## config.mk

```make
export PLATFORM = sky130hd
export DESIGN_NAME = max_heap_priority_queue
export DESIGN_NICKNAME = d
export VERILOG_FILES = /design/src/rtl/core/mhpq_pkg.sv /design/src/rtl/core/mhpq_ctrl.sv /design/src/rtl/core/mhpq_dp.sv /design/src/rtl/core/max_heap_priority_queue.sv
export SDC_FILE = /design/constraint.sdc
export NUM_CORES = 2
export LEC_CHECK = 0
export BUFFER_PORTS_ARGS = -buffer_cell sky130_fd_sc_hd__buf_2
export CORE_ASPECT_RATIO = 1.25
export CORE_MARGIN = 2
export CORE_UTILIZATION = 51
export DETAILED_ROUTE_END_ITERATION = 6
export PLACE_DENSITY_LB_ADDON = 0.3
export SLEW_MARGIN = 10
export SYNTH_ARGS = -nofsm -noshare
export SYNTH_HDL_FRONTEND = slang
export SYNTH_SLANG_ARGS = --single-unit
```

## constraint.sdc

```tcl
create_clock -name clock -period 14 [get_ports clock]
set_input_delay 1.4 -clock clock [delete_from_list [all_inputs] [get_ports clock]]
set_output_delay 1.4 -clock clock [all_outputs]
set_load 0.1 [all_outputs]
```

## src/rtl/core/mhpq_pkg.sv

```systemverilog
// ----------------------------------------------------------------------------
// mhpq_pkg
// Shared types and codes for the max-heap priority queue: action and status
// codes, controller states, datapath commands and datapath status flags.
// ----------------------------------------------------------------------------
package mhpq_pkg;

   // Action codes carried on the request channel.
   localparam logic [1:0] ACT_INSERT = 2'd0;
   localparam logic [1:0] ACT_REMOVE = 2'd1;
   localparam logic [1:0] ACT_QUERY  = 2'd2;

   // Status codes returned with every result item.
   localparam logic [1:0] STAT_OK         = 2'd0;
   localparam logic [1:0] STAT_FULL_DROP  = 2'd1;
   localparam logic [1:0] STAT_EMPTY_REMV = 2'd2;

   typedef enum logic [3:0] {
      ST_IDLE,
      ST_UP_CHECK,
      ST_UP_COMPARE,
      ST_DOWN_LAST,
      ST_DOWN_CHECK,
      ST_DOWN_RIGHT,
      ST_DOWN_COMPARE,
      ST_FINISH
   } state_type;

   typedef enum logic [3:0] {
      CMD_NONE,
      CMD_QUERY,
      CMD_REJECT_FULL,
      CMD_REJECT_EMPTY,
      CMD_INS_START,
      CMD_DEL_START,
      CMD_UP_READ,
      CMD_UP_MOVE,
      CMD_WRITE_ENTRY,
      CMD_LOAD_LAST,
      CMD_READ_LEFT,
      CMD_READ_RIGHT,
      CMD_DOWN_MOVE,
      CMD_PUBLISH
   } cmd_type;

   typedef struct packed {
      logic full;       // heap holds HEAP_DEPTH entries
      logic empty;      // heap holds no entry
      logic pos_zero;   // sift position is the root
      logic up_move;    // parent has strictly lower priority than the entry
      logic left_in;    // left child of the sift position exists
      logic down_move;  // chosen child has strictly higher priority
   } dp_status_type;

endpackage

```

## src/rtl/core/mhpq_ctrl.sv

```systemverilog
// ----------------------------------------------------------------------------
// mhpq_ctrl
// Controller state machine: accepts request items, steps the datapath
// through sift-up and sift-down, and owns the result valid flag.
// ----------------------------------------------------------------------------
module mhpq_ctrl (
   input  logic                   clock,
   input  logic                   reset,
   input  logic                   req_valid,
   input  logic [1:0]             req_action,
   output logic                   req_stall,
   output logic                   rsp_valid,
   input  logic                   rsp_stall,
   input  mhpq_pkg::dp_status_type dp_status,
   output mhpq_pkg::cmd_type      dp_cmd
);

   mhpq_pkg::state_type state_ff, state_in;
   logic                rsp_valid_ff, rsp_valid_in;
   logic                req_take;
   logic                out_free;

   assign req_stall = (state_ff != mhpq_pkg::ST_IDLE);
   assign req_take  = req_valid && (state_ff == mhpq_pkg::ST_IDLE);
   assign out_free  = !rsp_valid_ff || !rsp_stall;
   assign rsp_valid = rsp_valid_ff;

   always_ff @(posedge clock) begin
      if (reset) begin
         state_ff     <= mhpq_pkg::ST_IDLE;
         rsp_valid_ff <= 1'b0;
      end else begin
         state_ff     <= state_in;
         rsp_valid_ff <= rsp_valid_in;
      end
   end

   always_comb begin
      state_in     = state_ff;
      dp_cmd       = mhpq_pkg::CMD_NONE;
      rsp_valid_in = rsp_valid_ff && rsp_stall;
      case (state_ff)
         mhpq_pkg::ST_IDLE: begin
            if (req_take) begin
               case (req_action)
                  mhpq_pkg::ACT_INSERT: begin
                     if (dp_status.full) begin
                        dp_cmd   = mhpq_pkg::CMD_REJECT_FULL;
                        state_in = mhpq_pkg::ST_FINISH;
                     end else begin
                        dp_cmd   = mhpq_pkg::CMD_INS_START;
                        state_in = mhpq_pkg::ST_UP_CHECK;
                     end
                  end
                  mhpq_pkg::ACT_REMOVE: begin
                     if (dp_status.empty) begin
                        dp_cmd   = mhpq_pkg::CMD_REJECT_EMPTY;
                        state_in = mhpq_pkg::ST_FINISH;
                     end else begin
                        dp_cmd   = mhpq_pkg::CMD_DEL_START;
                        state_in = mhpq_pkg::ST_DOWN_LAST;
                     end
                  end
                  default: begin
                     dp_cmd   = mhpq_pkg::CMD_QUERY;
                     state_in = mhpq_pkg::ST_FINISH;
                  end
               endcase
            end
         end
         mhpq_pkg::ST_UP_CHECK: begin
            if (dp_status.pos_zero) begin
               dp_cmd   = mhpq_pkg::CMD_WRITE_ENTRY;
               state_in = mhpq_pkg::ST_FINISH;
            end else begin
               dp_cmd   = mhpq_pkg::CMD_UP_READ;
               state_in = mhpq_pkg::ST_UP_COMPARE;
            end
         end
         mhpq_pkg::ST_UP_COMPARE: begin
            if (dp_status.up_move) begin
               dp_cmd   = mhpq_pkg::CMD_UP_MOVE;
               state_in = mhpq_pkg::ST_UP_CHECK;
            end else begin
               dp_cmd   = mhpq_pkg::CMD_WRITE_ENTRY;
               state_in = mhpq_pkg::ST_FINISH;
            end
         end
         mhpq_pkg::ST_DOWN_LAST: begin
            dp_cmd = mhpq_pkg::CMD_LOAD_LAST;
            if (dp_status.empty) begin
               state_in = mhpq_pkg::ST_FINISH;
            end else begin
               state_in = mhpq_pkg::ST_DOWN_CHECK;
            end
         end
         mhpq_pkg::ST_DOWN_CHECK: begin
            if (dp_status.left_in) begin
               dp_cmd   = mhpq_pkg::CMD_READ_LEFT;
               state_in = mhpq_pkg::ST_DOWN_RIGHT;
            end else begin
               dp_cmd   = mhpq_pkg::CMD_WRITE_ENTRY;
               state_in = mhpq_pkg::ST_FINISH;
            end
         end
         mhpq_pkg::ST_DOWN_RIGHT: begin
            dp_cmd   = mhpq_pkg::CMD_READ_RIGHT;
            state_in = mhpq_pkg::ST_DOWN_COMPARE;
         end
         mhpq_pkg::ST_DOWN_COMPARE: begin
            if (dp_status.down_move) begin
               dp_cmd   = mhpq_pkg::CMD_DOWN_MOVE;
               state_in = mhpq_pkg::ST_DOWN_CHECK;
            end else begin
               dp_cmd   = mhpq_pkg::CMD_WRITE_ENTRY;
               state_in = mhpq_pkg::ST_FINISH;
            end
         end
         mhpq_pkg::ST_FINISH: begin
            if (out_free) begin
               dp_cmd       = mhpq_pkg::CMD_PUBLISH;
               rsp_valid_in = 1'b1;
               state_in     = mhpq_pkg::ST_IDLE;
            end
         end
         default: begin
            state_in = mhpq_pkg::ST_IDLE;
         end
      endcase
   end

`ifndef SYNTHESIS
   // An accepted item always starts work in the next cycle.
   a_take_leaves_idle: assert property (@(posedge clock) disable iff (reset)
      req_take |=> (state_ff != mhpq_pkg::ST_IDLE))
      else $error("controller stayed idle after taking an item");

   // A result is only published while the output register can take it.
   a_publish_free: assert property (@(posedge clock) disable iff (reset)
      (dp_cmd == mhpq_pkg::CMD_PUBLISH) |-> out_free)
      else $error("result published over a pending result");
`endif

endmodule

```

## src/rtl/core/mhpq_dp.sv

```systemverilog
// ----------------------------------------------------------------------------
// mhpq_dp
// Datapath: heap memory with one write and one registered read port, the
// entry being sifted, the sift position, the fill count, a copy of the root
// entry and the result register.
// ----------------------------------------------------------------------------
module mhpq_dp #(
   parameter int HEAP_DEPTH    = 64,
   parameter int PRIORITY_BITS = 8
) (
   input  logic                    clock,
   input  logic                    reset,
   input  mhpq_pkg::cmd_type       dp_cmd,
   output mhpq_pkg::dp_status_type dp_status,
   input  logic [7:0]              req_job_priority,
   input  logic [15:0]             req_job_id,
   input  logic [15:0]             req_page_count,
   output logic [7:0]              rsp_top_priority,
   output logic [15:0]             rsp_top_job_id,
   output logic [15:0]             rsp_top_pages,
   output logic                    rsp_is_empty,
   output logic [6:0]              rsp_entry_count,
   output logic [1:0]              rsp_status
);

   localparam int AW = $clog2(HEAP_DEPTH);
   localparam int FW = $clog2(HEAP_DEPTH + 1);
   localparam int IW = AW + 2;
   localparam logic [FW-1:0] DEPTH_C = FW'(HEAP_DEPTH);

   typedef struct packed {
      logic [PRIORITY_BITS-1:0] prio;
      logic [15:0]              id;
      logic [15:0]              pages;
   } entry_type;

   entry_type heap_mem [HEAP_DEPTH];

   entry_type       rdata_ff;
   entry_type       ent_ff, ent_in;
   entry_type       left_ff, left_in;
   entry_type       top_ff, top_in;
   logic [AW-1:0]   pos_ff, pos_in;
   logic [FW-1:0]   fill_ff, fill_in;
   logic [1:0]      stat_ff, stat_in;

   logic [7:0]      rsp_prio_ff;
   logic [15:0]     rsp_id_ff;
   logic [15:0]     rsp_pages_ff;
   logic            rsp_empty_ff;
   logic [6:0]      rsp_count_ff;
   logic [1:0]      rsp_stat_ff;
   logic            publish;

   logic            wr_en;
   logic [AW-1:0]   wr_addr;
   entry_type       wr_data;
   logic            rd_en;
   logic [AW-1:0]   rd_addr;

   logic [AW-1:0]   parent_addr;
   logic [IW-1:0]   left_idx;
   logic [IW-1:0]   right_idx;
   logic [IW-1:0]   fill_ext;
   logic            right_in;
   entry_type       pick;
   logic [AW-1:0]   pick_addr;
   entry_type       req_entry;

   assign parent_addr = (pos_ff - AW'(1)) >> 1;
   assign left_idx    = {1'b0, pos_ff, 1'b1};
   assign right_idx   = left_idx + IW'(1);
   assign fill_ext    = IW'(fill_ff);
   assign right_in    = right_idx < fill_ext;

   // Larger child wins; the right child wins a tie.
   always_comb begin
      if (right_in && (rdata_ff.prio >= left_ff.prio)) begin
         pick      = rdata_ff;
         pick_addr = AW'(right_idx);
      end else begin
         pick      = left_ff;
         pick_addr = AW'(left_idx);
      end
   end

   assign req_entry.prio  = PRIORITY_BITS'(req_job_priority);
   assign req_entry.id    = req_job_id;
   assign req_entry.pages = req_page_count;

   assign dp_status.full      = (fill_ff == DEPTH_C);
   assign dp_status.empty     = (fill_ff == '0);
   assign dp_status.pos_zero  = (pos_ff == '0);
   assign dp_status.up_move   = (rdata_ff.prio < ent_ff.prio);
   assign dp_status.left_in   = (left_idx < fill_ext);
   assign dp_status.down_move = (pick.prio > ent_ff.prio);

   always_comb begin
      ent_in  = ent_ff;
      left_in = left_ff;
      pos_in  = pos_ff;
      fill_in = fill_ff;
      stat_in = stat_ff;
      wr_en   = 1'b0;
      wr_addr = pos_ff;
      wr_data = ent_ff;
      rd_en   = 1'b0;
      rd_addr = pos_ff;
      publish = 1'b0;
      case (dp_cmd)
         mhpq_pkg::CMD_QUERY:        stat_in = mhpq_pkg::STAT_OK;
         mhpq_pkg::CMD_REJECT_FULL:  stat_in = mhpq_pkg::STAT_FULL_DROP;
         mhpq_pkg::CMD_REJECT_EMPTY: stat_in = mhpq_pkg::STAT_EMPTY_REMV;
         mhpq_pkg::CMD_INS_START: begin
            stat_in = mhpq_pkg::STAT_OK;
            ent_in  = req_entry;
            pos_in  = AW'(fill_ff);
            fill_in = fill_ff + FW'(1);
         end
         mhpq_pkg::CMD_DEL_START: begin
            stat_in = mhpq_pkg::STAT_OK;
            rd_en   = 1'b1;
            rd_addr = AW'(fill_ff - FW'(1));
            fill_in = fill_ff - FW'(1);
            pos_in  = '0;
         end
         mhpq_pkg::CMD_UP_READ: begin
            rd_en   = 1'b1;
            rd_addr = parent_addr;
         end
         mhpq_pkg::CMD_UP_MOVE: begin
            wr_en   = 1'b1;
            wr_data = rdata_ff;
            pos_in  = parent_addr;
         end
         mhpq_pkg::CMD_WRITE_ENTRY: begin
            wr_en = 1'b1;
         end
         mhpq_pkg::CMD_LOAD_LAST: begin
            ent_in = rdata_ff;
         end
         mhpq_pkg::CMD_READ_LEFT: begin
            rd_en   = 1'b1;
            rd_addr = AW'(left_idx);
         end
         mhpq_pkg::CMD_READ_RIGHT: begin
            left_in = rdata_ff;
            rd_en   = 1'b1;
            rd_addr = AW'(right_idx);
         end
         mhpq_pkg::CMD_DOWN_MOVE: begin
            wr_en   = 1'b1;
            wr_data = pick;
            pos_in  = pick_addr;
         end
         mhpq_pkg::CMD_PUBLISH: begin
            publish = 1'b1;
         end
         default: begin
         end
      endcase
   end

   // The root copy follows every write to the first slot.
   assign top_in = (wr_en && (wr_addr == '0)) ? wr_data : top_ff;

   always_ff @(posedge clock) begin
      if (wr_en) begin
         heap_mem[wr_addr] <= wr_data;
      end
      if (rd_en) begin
         rdata_ff <= heap_mem[rd_addr];
      end
   end

   always_ff @(posedge clock) begin
      if (reset) begin
         fill_ff <= '0;
      end else begin
         fill_ff <= fill_in;
      end
   end

   always_ff @(posedge clock) begin
      ent_ff  <= ent_in;
      left_ff <= left_in;
      top_ff  <= top_in;
      pos_ff  <= pos_in;
      stat_ff <= stat_in;
      if (publish) begin
         rsp_empty_ff <= (fill_ff == '0);
         rsp_count_ff <= 7'(fill_ff);
         rsp_stat_ff  <= stat_ff;
         if (fill_ff == '0) begin
            rsp_prio_ff  <= '0;
            rsp_id_ff    <= '0;
            rsp_pages_ff <= '0;
         end else begin
            rsp_prio_ff  <= 8'(top_ff.prio);
            rsp_id_ff    <= top_ff.id;
            rsp_pages_ff <= top_ff.pages;
         end
      end
   end

   assign rsp_top_priority = rsp_prio_ff;
   assign rsp_top_job_id   = rsp_id_ff;
   assign rsp_top_pages    = rsp_pages_ff;
   assign rsp_is_empty     = rsp_empty_ff;
   assign rsp_entry_count  = rsp_count_ff;
   assign rsp_status       = rsp_stat_ff;

`ifndef SYNTHESIS
   // The fill count never passes the capacity.
   a_fill_bound: assert property (@(posedge clock) disable iff (reset)
      fill_ff <= DEPTH_C)
      else $error("fill count above heap depth");

   // Every heap write lands inside the occupied part of the heap.
   a_write_in_heap: assert property (@(posedge clock) disable iff (reset)
      wr_en |-> (FW'(wr_addr) < fill_ff))
      else $error("heap write beyond the fill count");
`endif

endmodule

```

## src/rtl/core/max_heap_priority_queue.sv

```systemverilog
// ----------------------------------------------------------------------------
// max_heap_priority_queue
// Binary max-heap of print jobs: insert, extract-max and query, with the top
// entry, empty flag, entry count and a status reported for every item.
// ----------------------------------------------------------------------------
// Usage:
//   Request items arrive on req_* and are taken at a clock edge where
//   req_valid is high and req_stall is low. Each item gives exactly one
//   result item on rsp_*, taken where rsp_valid is high and rsp_stall low.
//   An insert sifts up one level at a time, each level through ST_UP_CHECK
//   and ST_UP_COMPARE; a remove loads the last entry and sifts it down from
//   the root, each level through ST_DOWN_CHECK, ST_DOWN_RIGHT and
//   ST_DOWN_COMPARE, on a heap memory with one write and one read port. One
//   item is in work at a time; the next can be taken in the cycle after
//   publishing, since req_stall is high until the result moves into the
//   output register, which may still hold an earlier result waiting on
//   rsp_stall. A stalled result holds steady. Reset empties the heap at once
//   and drops any pending result.
// ----------------------------------------------------------------------------
module max_heap_priority_queue #(
   parameter int HEAP_DEPTH    = 64,
   parameter int PRIORITY_BITS = 8
) (
   input  logic        clock,
   input  logic        reset,
   input  logic        req_valid,
   output logic        req_stall,
   input  logic [1:0]  req_action,
   input  logic [7:0]  req_job_priority,
   input  logic [15:0] req_job_id,
   input  logic [15:0] req_page_count,
   output logic        rsp_valid,
   input  logic        rsp_stall,
   output logic [7:0]  rsp_top_priority,
   output logic [15:0] rsp_top_job_id,
   output logic [15:0] rsp_top_pages,
   output logic        rsp_is_empty,
   output logic [6:0]  rsp_entry_count,
   output logic [1:0]  rsp_status
);

   // Command and status between the sequencer and the heap datapath.
   mhpq_pkg::cmd_type       dp_cmd;
   mhpq_pkg::dp_status_type dp_status;

   mhpq_ctrl u_ctrl (
      .clock      (clock),
      .reset      (reset),
      .req_valid  (req_valid),
      .req_action (req_action),
      .req_stall  (req_stall),
      .rsp_valid  (rsp_valid),
      .rsp_stall  (rsp_stall),
      .dp_status  (dp_status),
      .dp_cmd     (dp_cmd)
   );

   mhpq_dp #(
      .HEAP_DEPTH    (HEAP_DEPTH),
      .PRIORITY_BITS (PRIORITY_BITS)
   ) u_dp (
      .clock            (clock),
      .reset            (reset),
      .dp_cmd           (dp_cmd),
      .dp_status        (dp_status),
      .req_job_priority (req_job_priority),
      .req_job_id       (req_job_id),
      .req_page_count   (req_page_count),
      .rsp_top_priority (rsp_top_priority),
      .rsp_top_job_id   (rsp_top_job_id),
      .rsp_top_pages    (rsp_top_pages),
      .rsp_is_empty     (rsp_is_empty),
      .rsp_entry_count  (rsp_entry_count),
      .rsp_status       (rsp_status)
   );

endmodule

```

==> metrics <==
CTS sink cnt 2789; Setup crit start kind flip-flop; EDFF count, synth 2778; WL/cell 37.0 um; Max-Cap Viols 0; Setup crit start u_dp.pos_ff[0]; Netlist cell types 82; Core Box Area 209000 um2; Tcrit/Tclk final 0.677; Placed Area 112000 um2; Power Dens Cells 258 nW/um2; area grow syn2layout 11.8%; Row Count 188; # IOs 98; final hold viol count 0; synthesized flop and latch total 2789; # DRC 0; largest net degree at the start of global routing 151; DR pass1 iterations 6; Min-Delay Path Class flip-flop to flip-flop; vias in the first global route 54200; most frequent CP cell ha_1; global-route wire length before repair 420 mm; DR vias 55300; largest cells by area after synthesis edfxtp_1 78%, mux4_2 12%, a22oi_1 2.0%, nand2_1 0.73%, mux2_2 0.69%; Leak 37.3 nW; post-CTS setup buffers 0; setup TNS 0 ps; Mapped Nets 5121; synth cell count leaders 2778 x edfxtp_1, 574 x mux4_2, 290 x a22oi_1; Layout fillers 14900; Period minus WS final 9480 ps; critical path arrival 10120 ps; total number of yosys warnings 0; Clock Tree Root clkbuf_16; sequential power share 0.390; crit path max-delay cell type buf_4; Setup Crit Path Kind flip-flop to flip-flop; Max stage delay on crit path 810 ps; antenna violations before repair 28; Comb pwr share 0.395; layout cells sized above 1 0.258; H-tree Lvls 4; worst path required time 14640 ps; Reg-to-Reg End u_dp.rdata_ff[28]; Post-CTS Resized 0; skew final 44.2 ps; Antenna Violating Nets Remaining 0; DRT iter0 DRCs 8733; Clock Tree Buf Depth 3; Routed WL 304 mm; die area 214000 um2; R2R depth 24; VDD IR-drop max 0.000263 V; Fmax 0.105 GHz; Yosys top cell area share 0.778; total grt overflow 0; RR Startpoint u_dp.pos_ff[0]; Slew HR 0.123; status finished, final reports clean; Final setup viols 0; crit-path cells inv_1, ha_1, ha_1, a21oi_1, o21bai_1, a21oi_1, nor2b_1, o21ai_0, nand2b_1, or3_1, mux2_2, ha_1, nand4_1, or4_1, a21o_1, and3_1, or3_4, nand2_8, buf_12, buf_4, mux4_2, a22oi_1, nand4_1, or2_2; I/O Buffers 97; cell area after layout 120000 um2; Die Y 517 um; ys async rst share 0; Worst R2R Setup Slack 4520 ps; crit end category flip-flop; syn_area_per_cell 21.3 um2; Synth area leader edfxtp_1; unrepaired setup endpoints after global routing false; Gate Count Post-Synth 5036; cts bufs inserted 238; Slew @ Worst Pin 1320 ps; Post-DP HPWL 165 mm; Clock Latency Late Sink 910 ps; CP Max Fanout 105; Final Max Tran Viols 0; register area share after synthesis 0.780; CTS tree built; clk slew on worst S/H paths 70 ps; top-count cell post-synth edfxtp_1; Sw Ratio 0.360; Total Routing Usage GR 0.283; Initial Util 0.512; clock share of power 0.215; cell internal pwr 19.8 mW; P_sw 11.1 mW; Worst Setup EP u_dp.rdata_ff[28]; RePlAce Congestion 0.920; die span in x 414 um; Nets 5330; hold_sp u_dp.stat_ff[1]; CTS hold repair buffers 0; cell area after synthesis 107000 um2; Vias per Instance 6.72; Post-synth top flop edfxtp_1
## worst max-delay path, delay by kind of cell (launching register included)
kind            cells  cell delay (ps)
mux                 2              980
fa+ha+maj           3             1040
flops               1              660
simple gates       10             3440
compound gates      6             1010
buf+inv             3             1740
## per-stage QoR
| stage | hold WS [ps] | setup slack, ps | power [mW] | std cells | utilization |
|---|---|---|---|---|---|
| after global routing | 436 | 3950 | 31.9 | 8217 | 0.572 |
| after detailed placement | 425 | 4580 | 24.3 | 7760 | 0.534 |
| final | 438 | 4520 | 30.9 | 8226 | 0.572 |
| after floorplan | 400 | 4570 | 20.2 | 5036 | - |
| after global placement | 405 | 4640 | 24.1 | 7760 | 0.534 |
| after CTS | 439 | 4560 | 30.8 | 8196 | 0.571 |
## flip-flops by register name (all words and copies together) (netlist names)
signal and flops:
u_ctrl.rsp_valid 1, u_ctrl.state_ff 3, u_dp.ent_ff 40, u_dp.fill_ff 7
u_dp.heap_mem 2560, u_dp.left_ff 40, u_dp.pos_ff 6, u_dp.rdata_ff 40
u_dp.rsp_entry_count 7, u_dp.rsp_is_empty 1, u_dp.rsp_status 2, u_dp.rsp_top_job_id 16
u_dp.rsp_top_pages 16, u_dp.rsp_top_priority 8, u_dp.stat_ff 2, u_dp.top_ff 40
## area by class of cell
cell class              count  area, um2  share of cell area
repair buffers            247       1690              0.0141
diodes                     30       75.1            0.000627
clock inverters           150       1660              0.0139
multi-input cells        1937      23000               0.192
inverters                  32        120             0.00100
well taps                2755       3450              0.0288
clock buffers             286       6160              0.0514
flip-flops and latches   2789      83600               0.698
## cells by family after synthesis
group | count (synthesis) | synth area share
muxes | 661 | 0.130
DFF | 2789 | 0.780
AOI/OAI and AO/OA | 561 | 0.0400
and+or+nand+nor | 656 | 0.0308
xor gates and xnor gates | 20 | 0.00163
buffers and inverters | 310 | 0.0130
adders and majority gates | 39 | 0.00455
## how the worst min path moves through the flow
stage,end,slack [ps],depth (start not counted)
floorplan,u_dp.rsp_status[0],400,0
detailed placement,u_dp.rsp_status[1],420,0
finish,u_dp.rsp_status[1],440,0
global placement,u_dp.rsp_status[1],410,0
CTS,u_dp.rsp_status[1],440,0
global route,u_dp.rsp_status[1],440,0
## power by group through the flow
stage / sequential, mW / clock (mW) / combinational [mW]
floorplan: 12.1 / 0 / 8.04
global placement: 12.2 / 0 / 11.9
detailed placement: 12.2 / 0 / 12.1
CTS: 12.0 / 6.72 / 12.1
global route: 12.1 / 7.01 / 12.9
finish: 12.0 / 6.65 / 12.2
## cells in the final DEF (no fill, tap or decap), types with 29 or more instances in the layout
master,instances
clkbuf_1,47
buf_2,97
clkbuf_16,239
buf_4,144
mux2_2,66
nand2_1,209
a211oi_1,35
nor2_1,42
and3_1,64
nor3_1,31
nand4_1,71
clkinv_2,50
mux4_2,574
edfxtp_1,2778
clkinv_1,48
and2_1,46
nor2_4,69
a21oi_1,37
diode_2,30
ha_1,39
inv_1,32
a22oi_1,290
or2_2,29
## metal layers
layer  routed length, um  vias up  track usage
met5                  14        -            0
li1                    -    21700            -
met1              109000    29500        0.372
met2              150000     3573        0.464
met3               32800      585       0.0603
met4               12900        2        0.116
Power figures use the tool's default switching activity.
